--- config.mk ---
export PLATFORM = sky130hd
export DESIGN_NAME = shell_command_line_tokenizer_unit
export DESIGN_NICKNAME = d
export VERILOG_FILES = /design/src/rtl/sclt_pkg.sv /design/src/rtl/sclt_lexer.sv /design/src/rtl/sclt_out_fifo.sv /design/src/rtl/shell_command_line_tokenizer_unit.sv
export SDC_FILE = /design/constraint.sdc
export NUM_CORES = 1
export LEC_CHECK = 0
export BUFFER_PORTS_ARGS = -buffer_cell sky130_fd_sc_hd__buf_2
export CORE_ASPECT_RATIO = 1.1
export CORE_MARGIN = 2
export CORE_UTILIZATION = 55
export CTS_BUF_LIST = sky130_fd_sc_hd__clkbuf_8
export DETAILED_ROUTE_END_ITERATION = 10
export HOLD_SLACK_MARGIN = 0.12
export MAX_ROUTING_LAYER = met4
export PLACE_DENSITY = 0.79
export RECOVER_POWER = 25
export SLEW_MARGIN = 0
export SYNTH_ARGS = -nofsm -noshare
export SYNTH_HDL_FRONTEND = slang
export SYNTH_SLANG_ARGS = --single-unit
--- constraint.sdc ---
create_clock -name clk -period 7.6 [get_ports clk]
set_input_delay 0.38 -clock clk [delete_from_list [all_inputs] [get_ports clk]]
set_output_delay 0.38 -clock clk [all_outputs]
set_load 0.03 [all_outputs]
--- src/rtl/sclt_pkg.sv ---
// ============================================================================
// sclt_pkg
// Shared types and constants for the command-line tokeniser. This covers
// the item formats, event and token codes, character codes and the queue
// sizing.
// ============================================================================
package sclt_pkg;

    // Line length bound and the saturating position limit derived from it.
    localparam int LINE_LEN = 4096;
    localparam int POS_W = 12;
    localparam int POS_MAX_INT = ((LINE_LEN - 1) < 4095) ? (LINE_LEN - 1) : 4095;
    localparam logic [POS_W-1:0] POS_MAX = POS_W'(POS_MAX_INT);

    // Result queue sizing.
    localparam int FIFO_DEPTH = 4;
    localparam int PTR_W = $clog2(FIFO_DEPTH);
    localparam int CNT_W = $clog2(FIFO_DEPTH + 1);

    // Scanner modes.
    typedef enum logic [1:0] {
        MODE_IDLE  = 2'd0,
        MODE_WORD  = 2'd1,
        MODE_QUOTE = 2'd2,
        MODE_GT    = 2'd3
    } scan_mode_t;

    // Event codes.
    localparam logic [2:0] EV_BYTE     = 3'd0;
    localparam logic [2:0] EV_END      = 3'd1;
    localparam logic [2:0] EV_UNCLOSED = 3'd2;
    localparam logic [2:0] EV_OK       = 3'd3;
    localparam logic [2:0] EV_BAD      = 3'd4;

    // Token types.
    localparam logic [2:0] TT_WORD   = 3'd0;
    localparam logic [2:0] TT_QUOTED = 3'd1;
    localparam logic [2:0] TT_PIPE   = 3'd2;
    localparam logic [2:0] TT_IN     = 3'd3;
    localparam logic [2:0] TT_OUT    = 3'd4;
    localparam logic [2:0] TT_APPEND = 3'd5;

    // Character codes.
    localparam logic [7:0] CH_PIPE   = 8'h7C;
    localparam logic [7:0] CH_LT     = 8'h3C;
    localparam logic [7:0] CH_GT     = 8'h3E;
    localparam logic [7:0] CH_QUOTE  = 8'h22;
    localparam logic [7:0] CH_SPACE  = 8'h20;
    localparam logic [7:0] CH_TAB    = 8'h09;
    localparam logic [7:0] CH_CR     = 8'h0D;
    localparam logic [7:0] CH_DOT    = 8'h2E;
    localparam logic [7:0] CH_UNDER  = 8'h5F;
    localparam logic [7:0] CH_DASH   = 8'h2D;
    localparam logic [7:0] CH_SLASH  = 8'h2F;
    localparam logic [7:0] CH_BSLASH = 8'h5C;
    localparam logic [7:0] CH_COLON  = 8'h3A;

    // Input item: one byte of the line or an end-of-line marker.
    typedef struct packed {
        logic       operation;
        logic [7:0] char_code;
    } cmd_item_t;

    // Result item.
    typedef struct packed {
        logic [2:0]       event_res;
        logic [2:0]       token_type;
        logic [7:0]       data_byte;
        logic [POS_W-1:0] position;
        logic             bad_char;
        logic             last;
    } tok_item_t;

    // Results of one input item, handed from the scanner to the queue.
    typedef struct packed {
        logic [1:0] count;
        tok_item_t  first;
        tok_item_t  second;
    } lex_wr_t;

endpackage

--- src/rtl/sclt_lexer.sv ---
// ============================================================================
// sclt_lexer
// Scanner state and byte classification. Produces up to two result items
// for each input item in one pass of combinational logic.
// ============================================================================
module sclt_lexer
    import sclt_pkg::*;
(
    input  logic      clk,
    input  logic      rst_n,
    input  logic      step,
    input  cmd_item_t item,
    output lex_wr_t   wr
);

    scan_mode_t       mode_reg, mode_next;
    logic [POS_W-1:0] pos_reg, pos_next;
    logic [POS_W-1:0] qs_reg, qs_next;
    logic             bad_reg, bad_next;

    function automatic logic is_sep(input logic [7:0] c);
        return (c == CH_SPACE) || (c == CH_TAB) || (c == CH_CR);
    endfunction

    function automatic logic is_allowed(input logic [7:0] c);
        return ((c >= 8'h30) && (c <= 8'h39)) || ((c >= 8'h61) && (c <= 8'h7A)) ||
               ((c >= 8'h41) && (c <= 8'h5A)) || (c == CH_DOT) || (c == CH_UNDER) ||
               (c == CH_DASH) || (c == CH_SLASH) || (c == CH_BSLASH) || (c == CH_COLON);
    endfunction

    logic [7:0] ch;
    logic       ch_bad;
    logic       ch_term;
    assign ch      = item.char_code;
    assign ch_bad  = ~is_allowed(ch);
    assign ch_term = is_sep(ch) || (ch == CH_QUOTE) || (ch == CH_PIPE) ||
                     (ch == CH_LT) || (ch == CH_GT);

    // Handling of a byte seen between tokens.
    logic       idle_emit;
    tok_item_t  idle_res;
    scan_mode_t idle_mode;
    logic       idle_qs;
    logic       idle_bad;

    always_comb
    begin
        idle_emit = 1'b0;
        idle_res  = '0;
        idle_mode = MODE_IDLE;
        idle_qs   = 1'b0;
        idle_bad  = 1'b0;
        idle_res.position = pos_reg;
        priority if (is_sep(ch))
        begin
            idle_mode = MODE_IDLE;
        end
        else if (ch == CH_QUOTE)
        begin
            idle_mode = MODE_QUOTE;
            idle_qs   = 1'b1;
        end
        else if (ch == CH_PIPE)
        begin
            idle_emit           = 1'b1;
            idle_res.event_res  = EV_END;
            idle_res.token_type = TT_PIPE;
        end
        else if (ch == CH_LT)
        begin
            idle_emit           = 1'b1;
            idle_res.event_res  = EV_END;
            idle_res.token_type = TT_IN;
        end
        else if (ch == CH_GT)
        begin
            idle_mode = MODE_GT;
        end
        else
        begin
            idle_emit           = 1'b1;
            idle_res.event_res  = EV_BYTE;
            idle_res.token_type = TT_WORD;
            idle_res.data_byte  = ch;
            idle_res.bad_char   = ch_bad;
            idle_bad            = ch_bad;
            idle_mode           = MODE_WORD;
        end
    end

    // Results and next state for the current item.
    tok_item_t  r0, r1;
    logic [1:0] n;
    tok_item_t  tok_end;

    always_comb
    begin
        r0        = '0;
        r1        = '0;
        n         = 2'd0;
        tok_end   = '0;
        mode_next = mode_reg;
        qs_next   = qs_reg;
        bad_next  = bad_reg;
        pos_next  = (pos_reg < POS_MAX) ? pos_reg + POS_W'(1) : pos_reg;
        r0.position      = pos_reg;
        r1.position      = pos_reg;
        tok_end.position = pos_reg;
        tok_end.event_res = EV_END;

        if (item.operation)
        begin
            // End of line: flag an open quote, or end any token and report status.
            pos_next  = '0;
            qs_next   = '0;
            bad_next  = 1'b0;
            mode_next = MODE_IDLE;
            r1.event_res = bad_reg ? EV_BAD : EV_OK;
            unique case (mode_reg)
                MODE_QUOTE:
                begin
                    r0.event_res = EV_UNCLOSED;
                    r0.position  = qs_reg;
                    n = 2'd1;
                end
                MODE_WORD:
                begin
                    r0 = tok_end;
                    r0.token_type = TT_WORD;
                    n = 2'd2;
                end
                MODE_GT:
                begin
                    r0 = tok_end;
                    r0.token_type = TT_OUT;
                    n = 2'd2;
                end
                default:
                begin
                    r0 = r1;
                    n = 2'd1;
                end
            endcase
        end
        else
        begin
            unique case (mode_reg)
                MODE_WORD:
                begin
                    if (ch_term)
                    begin
                        // The word ends first, then the byte starts afresh.
                        r0 = tok_end;
                        r0.token_type = TT_WORD;
                        r1 = idle_res;
                        n = idle_emit ? 2'd2 : 2'd1;
                        mode_next = idle_mode;
                        if (idle_qs)
                        begin
                            qs_next = pos_reg;
                        end
                    end
                    else
                    begin
                        r0.event_res  = EV_BYTE;
                        r0.token_type = TT_WORD;
                        r0.data_byte  = ch;
                        r0.bad_char   = ch_bad;
                        bad_next      = bad_reg | ch_bad;
                        n = 2'd1;
                    end
                end
                MODE_QUOTE:
                begin
                    if (ch == CH_QUOTE)
                    begin
                        r0 = tok_end;
                        mode_next = MODE_IDLE;
                    end
                    else
                    begin
                        r0.event_res = EV_BYTE;
                        r0.data_byte = ch;
                    end
                    r0.token_type = TT_QUOTED;
                    n = 2'd1;
                end
                MODE_GT:
                begin
                    r0 = tok_end;
                    if (ch == CH_GT)
                    begin
                        r0.token_type = TT_APPEND;
                        n = 2'd1;
                        mode_next = MODE_IDLE;
                    end
                    else
                    begin
                        // A pending redirect out ends, then the byte starts afresh.
                        r0.token_type = TT_OUT;
                        r1 = idle_res;
                        n = idle_emit ? 2'd2 : 2'd1;
                        mode_next = idle_mode;
                        bad_next  = bad_reg | idle_bad;
                        if (idle_qs)
                        begin
                            qs_next = pos_reg;
                        end
                    end
                end
                default:
                begin
                    r0 = idle_res;
                    n = idle_emit ? 2'd1 : 2'd0;
                    mode_next = idle_mode;
                    bad_next  = bad_reg | idle_bad;
                    if (idle_qs)
                    begin
                        qs_next = pos_reg;
                    end
                end
            endcase
        end

        // Mark the final result of this item.
        if (n == 2'd2)
        begin
            r1.last = 1'b1;
        end
        else if (n == 2'd1)
        begin
            r0.last = 1'b1;
        end
    end

    assign wr.count  = step ? n : 2'd0;
    assign wr.first  = r0;
    assign wr.second = r1;

    // Scanner state.
    always_ff @(posedge clk or negedge rst_n)
    begin
        if (!rst_n)
        begin
            mode_reg <= MODE_IDLE;
            pos_reg  <= '0;
            qs_reg   <= '0;
            bad_reg  <= 1'b0;
        end
        else if (step)
        begin
            mode_reg <= mode_next;
            pos_reg  <= pos_next;
            qs_reg   <= qs_next;
            bad_reg  <= bad_next;
        end
    end

    // An end-of-line item returns the scanner to its starting state.
    a_eol_clears: assert property (@(posedge clk) disable iff (!rst_n)
        (step && item.operation) |=> (mode_reg == MODE_IDLE && pos_reg == '0 && !bad_reg))
        else $error("scanner state not cleared after end of line");

    // The opening quote never lies beyond the current position.
    a_quote_order: assert property (@(posedge clk) disable iff (!rst_n)
        (mode_reg == MODE_QUOTE) |-> (qs_reg <= pos_reg))
        else $error("quote start lies beyond byte position");

    // The position never passes its saturation limit.
    a_pos_limit: assert property (@(posedge clk) disable iff (!rst_n)
        pos_reg <= POS_MAX)
        else $error("byte position beyond its limit");

endmodule

--- src/rtl/sclt_out_fifo.sv ---
// ============================================================================
// sclt_out_fifo
// Small result queue. Takes up to two result items per cycle from the
// scanner and presents one per cycle on the output channel while tok_stall is low.
// ============================================================================
module sclt_out_fifo
    import sclt_pkg::*;
(
    input  logic      clk,
    input  logic      rst_n,
    input  lex_wr_t   wr,
    output logic      room,
    output logic      tok_valid,
    input  logic      tok_stall,
    output tok_item_t tok
);

    tok_item_t        mem_reg [FIFO_DEPTH];
    logic [PTR_W-1:0] wr_ptr_reg, rd_ptr_reg;
    logic [CNT_W-1:0] cnt_reg, cnt_next;
    logic             rd;

    // Room for a full pair of results, judged from registered state only.
    assign room      = cnt_reg <= CNT_W'(FIFO_DEPTH - 2);
    assign tok_valid = cnt_reg != '0;
    assign tok       = mem_reg[rd_ptr_reg];
    assign rd        = tok_valid && !tok_stall;
    assign cnt_next  = cnt_reg + CNT_W'(wr.count) - CNT_W'(rd);

    // Storage.
    always_ff @(posedge clk)
    begin
        if (wr.count != 2'd0)
        begin
            mem_reg[wr_ptr_reg] <= wr.first;
        end
        if (wr.count == 2'd2)
        begin
            mem_reg[wr_ptr_reg + PTR_W'(1)] <= wr.second;
        end
    end

    // Pointers and fill count.
    always_ff @(posedge clk or negedge rst_n)
    begin
        if (!rst_n)
        begin
            wr_ptr_reg <= '0;
            rd_ptr_reg <= '0;
            cnt_reg    <= '0;
        end
        else
        begin
            wr_ptr_reg <= wr_ptr_reg + PTR_W'(wr.count);
            rd_ptr_reg <= rd_ptr_reg + PTR_W'(rd);
            cnt_reg    <= cnt_next;
        end
    end

    // Writes never exceed the free space.
    a_no_overflow: assert property (@(posedge clk) disable iff (!rst_n)
        (CNT_W + 1)'(cnt_reg) + (CNT_W + 1)'(wr.count) <= (CNT_W + 1)'(FIFO_DEPTH))
        else $error("result queue overflow");

    // The fill count matches the pointer distance.
    a_cnt_ptr: assert property (@(posedge clk) disable iff (!rst_n)
        (cnt_reg != CNT_W'(FIFO_DEPTH)) |->
        (PTR_W'(cnt_reg) == PTR_W'(wr_ptr_reg - rd_ptr_reg)))
        else $error("queue count and pointers disagree");

    // Nothing is written unless room was signalled.
    a_write_room: assert property (@(posedge clk) disable iff (!rst_n)
        (wr.count != 2'd0) |-> room)
        else $error("queue written without room");

endmodule

--- src/rtl/shell_command_line_tokenizer_unit.sv ---
// ============================================================================
// shell_command_line_tokenizer_unit
// Streaming command-line tokeniser: input register, scanner and result queue.
// ============================================================================
// An accepted item passes through the input register and then the result
// queue before its first result appears on tok. One input item is taken per
// cycle while cmd_stall is low; an item that causes two results presents
// them on tok one after the other, and the four-entry result queue sets how
// far the input may run ahead. Reset (rst_n low, asynchronous) empties the
// input register and the queue and puts the scanner between tokens at zero.
module shell_command_line_tokenizer_unit
    import sclt_pkg::*;
(
    input  logic      clk,
    input  logic      rst_n,
    input  logic      cmd_valid,
    output logic      cmd_stall,
    input  cmd_item_t cmd,
    output logic      tok_valid,
    input  logic      tok_stall,
    output tok_item_t tok
);

    logic      in_valid_reg;
    cmd_item_t in_item_reg;
    logic      room;
    logic      step;
    lex_wr_t   wr;

    // The held item moves on whenever the queue can take a full pair.
    assign step      = in_valid_reg && room;
    assign cmd_stall = in_valid_reg && !room;

    // Input register.
    always_ff @(posedge clk or negedge rst_n)
    begin
        if (!rst_n)
        begin
            in_valid_reg <= 1'b0;
        end
        else if (!cmd_stall)
        begin
            in_valid_reg <= cmd_valid;
        end
    end

    always_ff @(posedge clk)
    begin
        if (!cmd_stall)
        begin
            in_item_reg <= cmd;
        end
    end

    sclt_lexer u_lexer (
        .clk   (clk),
        .rst_n (rst_n),
        .step  (step),
        .item  (in_item_reg),
        .wr    (wr)
    );

    sclt_out_fifo u_out_fifo (
        .clk       (clk),
        .rst_n     (rst_n),
        .wr        (wr),
        .room      (room),
        .tok_valid (tok_valid),
        .tok_stall (tok_stall),
        .tok       (tok)
    );

endmodule
# == After elaboration in Yosys (flattened, before gate mapping) ==
# Memories as Yosys holds them, arrays and structs flattened.
# Cells that the tools add are included.
# totals
register_bits,44
ramBits,112
mem_count,1
# memory_table
name,words,word_bits,rd,rd_ports_with_merged_regs,write_ports,line_no,text
u_out_fifo.mem_reg,4,28,1,0,2,sclt_out_fifo.sv:18,tok_item_t mem_reg [FIFO_DEPTH];
# op_classes
add_sub_neg,6
magnitude_cmp,8
eq_ne,24
n_mux,71
n_bitwise,3
n_reduce_logical,30
# ops
operator,count
$mux W12,8
$mux W28,3
$pmux W28 S3,1
$eq A8 B6 Y1 const B,8
$pmux W28 S2,1
$pmux W12 S3,1
$mux W8,4
$mux W2,15
$mux W14,2
$mux W1,26
$mux W25,1
$eq A8 B7 Y1 const B,3
$eq A8 B4 Y1 const B,2
$ge A8 B7 Y1 const B,2
$le A8 B7 Y1 const B,2
$logic_or A1 B1 Y1,14
$add A12 B1 Y12 const B,1
$lt A12 B12 Y1 const B,1
$mux W6,2
$pmux W2 S3,2
$mux W11,1
$eq A2 B2 Y1 const B,4
$ge A8 B6 Y1 const B,1
$le A8 B6 Y1 const B,1
other kinds (23),36

# == Logic depth before layout (Yosys ltp) ==
# depth
word_depth,20
depth_mapped,15
ltp_nobuf,12

# == By module ==
# A second synthesis with hierarchy kept.
# unflattened
cells_unflattened,561
area_unflattened_um2,8267.9
# modules_own_cells
module,n_inst,cells_per_inst,area_each_um2,seq_area_each_um2
sclt_out_fifo,1,311,5881.9,3538.4
sclt_lexer,1,236,2058.2,675.6
shell_command_line_tokenizer_unit,1,14,327.8,295.3

# == Worst setup path after synthesis ==
# No wires, ideal clock.
# synth_path
kind,register to register
start,register in_item_reg[7] in the netlist's numbering
end,register u_out_fifo.cnt_reg[2]
setup_ps,123
t_arrival_ps,3045
setup_slack_ps,4432
stages_incl_launch_ff,14
path_buffers,1
period_less_slack_ps,3168
path_cell_list,edfxtp_1 > or3b_1 > buf_2 > a211oi_4 > o31ai_4 > and2_2 > or2_2 > ha_1 > inv_1 > ha_1 > inv_1 > fa_1 > xor2_1 > xnor2_1
# synth_between
elab_chain_cells,13
word_cells_on_any_way,27
# synth_lines
item,line_no,text
from (decl),shell_command_line_tokenizer_unit.sv:25,cmd_item_t in_item_reg;
from (signal assigned),shell_command_line_tokenizer_unit.sv:51,in_item_reg <= cmd;
$eq A8 B6 Y1 (tied with other cells),"sclt_lexer.sv:37, sclt_lexer.sv:75, sclt_lexer.sv:191",
$mux W1 / $logic_or A1 B1 Y1 (equally long branches),"sclt_lexer.sv:75, sclt_lexer.sv:22",
$mux W1 / $logic_or A1 B1 Y1 (equally long branches),"sclt_lexer.sv:69, sclt_lexer.sv:22",
$mux W1 / $logic_or A1 B1 Y1 (equally long branches),"sclt_lexer.sv:63, sclt_lexer.sv:36",
$mux W1 / $logic_or A1 B1 Y1 (equally long branches),"sclt_lexer.sv:58, sclt_lexer.sv:36",
$mux W1 / $logic_or A1 B1 Y1 (equally long branches),"sclt_lexer.sv:54, sclt_lexer.sv:36",
$mux W2 / $logic_or A1 B1 Y1 (equally long branches),"sclt_lexer.sv:156, sclt_lexer.sv:202, sclt_lexer.sv:37",
$mux W2 (on tied branches),"sclt_lexer.sv:191, sclt_lexer.sv:150",
$pmux W2 S3 (*),sclt_lexer.sv:147,unique case (mode_reg)
$mux W2 (*),sclt_lexer.sv:111,if (item.operation)
$mux W2 (*),sclt_lexer.sv:236,assign wr.count = step ? n : 2'd0;
$add A3 B2 Y3 (*),sclt_out_fifo.sv:28,assign cnt_next = cnt_reg + CNT_W'(wr.count) - CNT_W'(rd);
$sub A3 B1 Y3 (*),sclt_out_fifo.sv:28,
net u_out_fifo.cnt_next[2],sclt_out_fifo.sv:20,"logic [CNT_W-1:0] cnt_reg, cnt_next;"
to (signal assigned),sclt_out_fifo.sv:56,cnt_reg <= cnt_next;
to (decl),sclt_out_fifo.sv:20,
# The timed path passes the listed nets; every way through them passes the cells marked *.
# A chain may end at the register's enable or synchronous reset.

# == Final worst setup path ==
# layout_path
start,register in_item_reg[3] in the netlist's numbering
end,register u_out_fifo.cnt_reg[2]
# Same word-level chain as after synthesis.

==> impl_results.md <==
* Io pins at between 40 and 50
* RSZ-0062 raised after global routing: false
* Clock skew at between 0.01 and 0.015 ns
* Status: complete, but fails checks
* Worst-path clk slew at roughly 0.090 ns
* Top post-synthesis cells by area: edfxtp_1 41%, dfrtp_1 10%, mux4_2 7.4%
* F_max at roughly 200 MHz
* Max stage delay cell, worst path: a211oi_1
* Worst-case clock buffer depth at 2
* Failing checks: max-capacitance violations, max-slew violations
* Initial DRT Pass Iterations at 9
* CP peak stage delay at ~1.1 ns
* Final Setup Violations at 0
* DRT Wirelength at roughly 23 mm
* R2R depth at 13
* IO buf count at 42
* PD cells at ~380 nW/µm²
* Post-Syn Instances at ~730
* CTS tree: yes
* Yosys Warn Count at 0
* Flip-flop count of the largest register after layout at 112
* Tightest Pin Transition at between 1.5 and 2 ns
* Arr. time, crit path at 5.40 ns
* Area growth from synthesis to layout at 8.241%
* Global Route Usage Sum at 0.2945
* Share of cells above drive strength 1 at 0.1781
* Chip width at around 120 µm
* # DRC at 0
* # H-tree levels at 4
* Max Cap Violations at 2
* Register area share after synthesis at 0.5219
* Vias per cell at between 7 and 8
* Final setup TNS at 0 ns
* Yosys top cell area share at 0.4103
* Final Cycle Share at 0.6602
* Commonest non-fill, non-tap cell in the layout: edfxtp_1
* Ys async rst share at 0.2244
* Reg2Reg Setup Slack at ~2.6 ns
* Worst Path Required at ~8 ns
* Via count at 6813
* Placement row count at between 40 and 50
* Worst setup endpoint: u_out_fifo.cnt_reg[2]
* Yosys reg bits at 156
* First-pass GRT wire length at approximately 36 mm
* Worst path depth at 13
* Layout net count at 766
* Final Slew Violations at 66
* CP Launch Point: in_item_reg[3]
* Cell total after placement at about 910
* Final hold violation count at 0
* Root buffer cell: clkbuf_8
* Top Family by Delay on Critical Path: compound AO/OA/AOI/OAI gates
* Starting density of the core at 0.5666
* DIE AREA at 16580 µm²
* Final non-filler cell total at approximately 950
* Largest net degree at the start of global routing at 87
* Post-synth EDFFs at 117
* Capturing point of the worst reg2reg path: u_out_fifo.cnt_reg[2]
* Worst Path Buf+Inv at 3
* Peak VDD IR at around 0.34 mV
* Syn Nets at 751
* CP endpoint kind: flip-flop
* Die Y at approximately 130 µm
* Worst skew pair latency at roughly 0.47 ns
* CTS resizes at 0
* Most frequent cells in the layout: 117 x edfxtp_1, 54 x and3_1, 48 x a32oi_1, 38 x o22ai_1, 37 x buf_2
* Initial DRC Count at between 1000 and 1500
* Antenna Violating Nets Remaining at 0
* Worst hold path class: input port to flip-flop
* Leak pwr at about 3.2 nW
* Core area at 15110 µm²
* Cts bufs inserted at 17
* Ys flop type: edfxtp_1
* Largest area contributor in the netlist: edfxtp_1
* RePlAce Congestion at slightly above 0.9
* Worst setup path category: flip-flop to flip-flop
* Mapped Area at 8563 µm²
* Crit path max fanout at 53
* WL/cell at between 20 and 25 µm
* Reg-to-Reg Start: in_item_reg[3]
* Antenna Cells at 0
* Mean Syn Cell Area at roughly 12 µm²
* Netlist cell types at 62
* Congestion Overflow GR at 0
* Cell Chain, Critical Path: or3_1 > a211oi_1 > o211ai_1 > buf_4 > nand2_1 > or2_2 > ha_1 > inv_1 > ha_1 > inv_1 > fa_1 > xor2_1 > xnor2_1
* Startpoint Class: flip-flop
* Slew Limit Headroom at -0.2448
* WHS at around 0.35 ns
* CTS Sinks at around 160
* Period minus WS final at ~5 ns
* Initial antenna violation count at 0
* Vias in the first global route at 6308
* Dpl hpwl at about 15 mm
## per-layer routing
layer | GRT usage | wire length, µm
met1 | 0.4163 | 9220
met2 | 0.4134 | 10110
met3 | 0.08910 | 2867
met4 | 0.08902 | 634
met5 | - | 0
## layout make-up
class	count	area, µm²
flip-flops and latches	156	4469
well taps	196	245.2
fillers	1152	5844
clock inverters	14	207.7
multi-input cells	484	3618
clock buffers	17	234.0
inverters	20	75.07
repair buffers	67	419.2
## per-stage QoR
| stage | setup WS (ns) | utilization | cell area [µm²] | power (W) |
|---|---|---|---|---|
| final | 2.582 | 0.6133 | 9269 | 0.003500 |
| after CTS | 3.716 | 0.6155 | 9303 | 0.003493 |
| after floorplan | 4.432 | - | 8563 | 0.002413 |
| after global routing | 2.356 | 0.6133 | 9269 | 0.003669 |
| after detailed placement | 3.733 | 0.5790 | 8751 | 0.002796 |
| after global placement | 3.834 | 0.5790 | 8751 | 0.002739 |
## report_power, final
group	leakage [nW]	switching [W]	internal (W)
sequential	1.61	0.000199	0.00117
combinational	1.40	0.000969	0.000459
clock	0.222	0.000342	0.000365
## kinds of logic after synthesis
kind of cell               Yosys count  share of synthesized area
AOI/OAI and AO/OA                  226                     0.1822
and+or+nand+nor                    207                     0.1417
DFF                                156                     0.5219
buffers and inverters               91                    0.05260
muxes                               30                    0.07612
xor gates and xnor gates            14                    0.01432
adders and majority gates            7                    0.01110
## worst reg2reg max path: stages (launching register included)
cell and delay, ns:
edfxtp_1 0.55, or3_1 0.48, a211oi_1 1.08, o211ai_1 0.81, buf_4 0.55, nand2_1 0.15
or2_2 0.15, ha_1 0.22, inv_1 0.06, ha_1 0.14, inv_1 0.05, fa_1 0.37
xor2_1 0.19, xnor2_1 0.15
## synthesized netlist by cell type (26+ instances only)
| master | instances |
|---|---|
| a32oi_1 | 48 |
| nor2_1 | 28 |
| o21ai_1 | 33 |
| o22ai_1 | 38 |
| nand2_1 | 32 |
| and3_1 | 54 |
| dfrtp_1 | 35 |
| a21oi_1 | 26 |
| edfxtp_1 | 117 |
| mux4_2 | 28 |
| o21ai_0 | 36 |
| clkbuf_1 | 42 |
## how the worst min path moves through the flow
| stage | slack [ns] | cells after the start | to | startpoint |
|---|---|---|---|---|
| 6_report | 0.35 | 3 | u_out_fifo.rd_ptr_reg[0] | tok_stall |
| 5_1_grt | 0.37 | 3 | u_out_fifo.rd_ptr_reg[0] | tok_stall |
| 4_1_cts | 0.34 | 3 | u_out_fifo.rd_ptr_reg[0] | tok_stall |
| 3_3_place_gp | 0.46 | 1 | u_out_fifo.rd_ptr_reg[1] | u_out_fifo.rd_ptr_reg[1] |
| 2_1_floorplan | 0.08 | 0 | in_valid_reg | rst_n |
| 3_5_place_dp | 0.46 | 1 | u_out_fifo.rd_ptr_reg[1] | u_out_fifo.rd_ptr_reg[1] |
## timing repair
item / 4_1_cts / 5_1_grt
hold endpoints to repair: 45 / 0
buffers inserted: 0 / 0
hold buffers: 11 / 0
No activity file was read; power rests on OpenSTA's default activity.
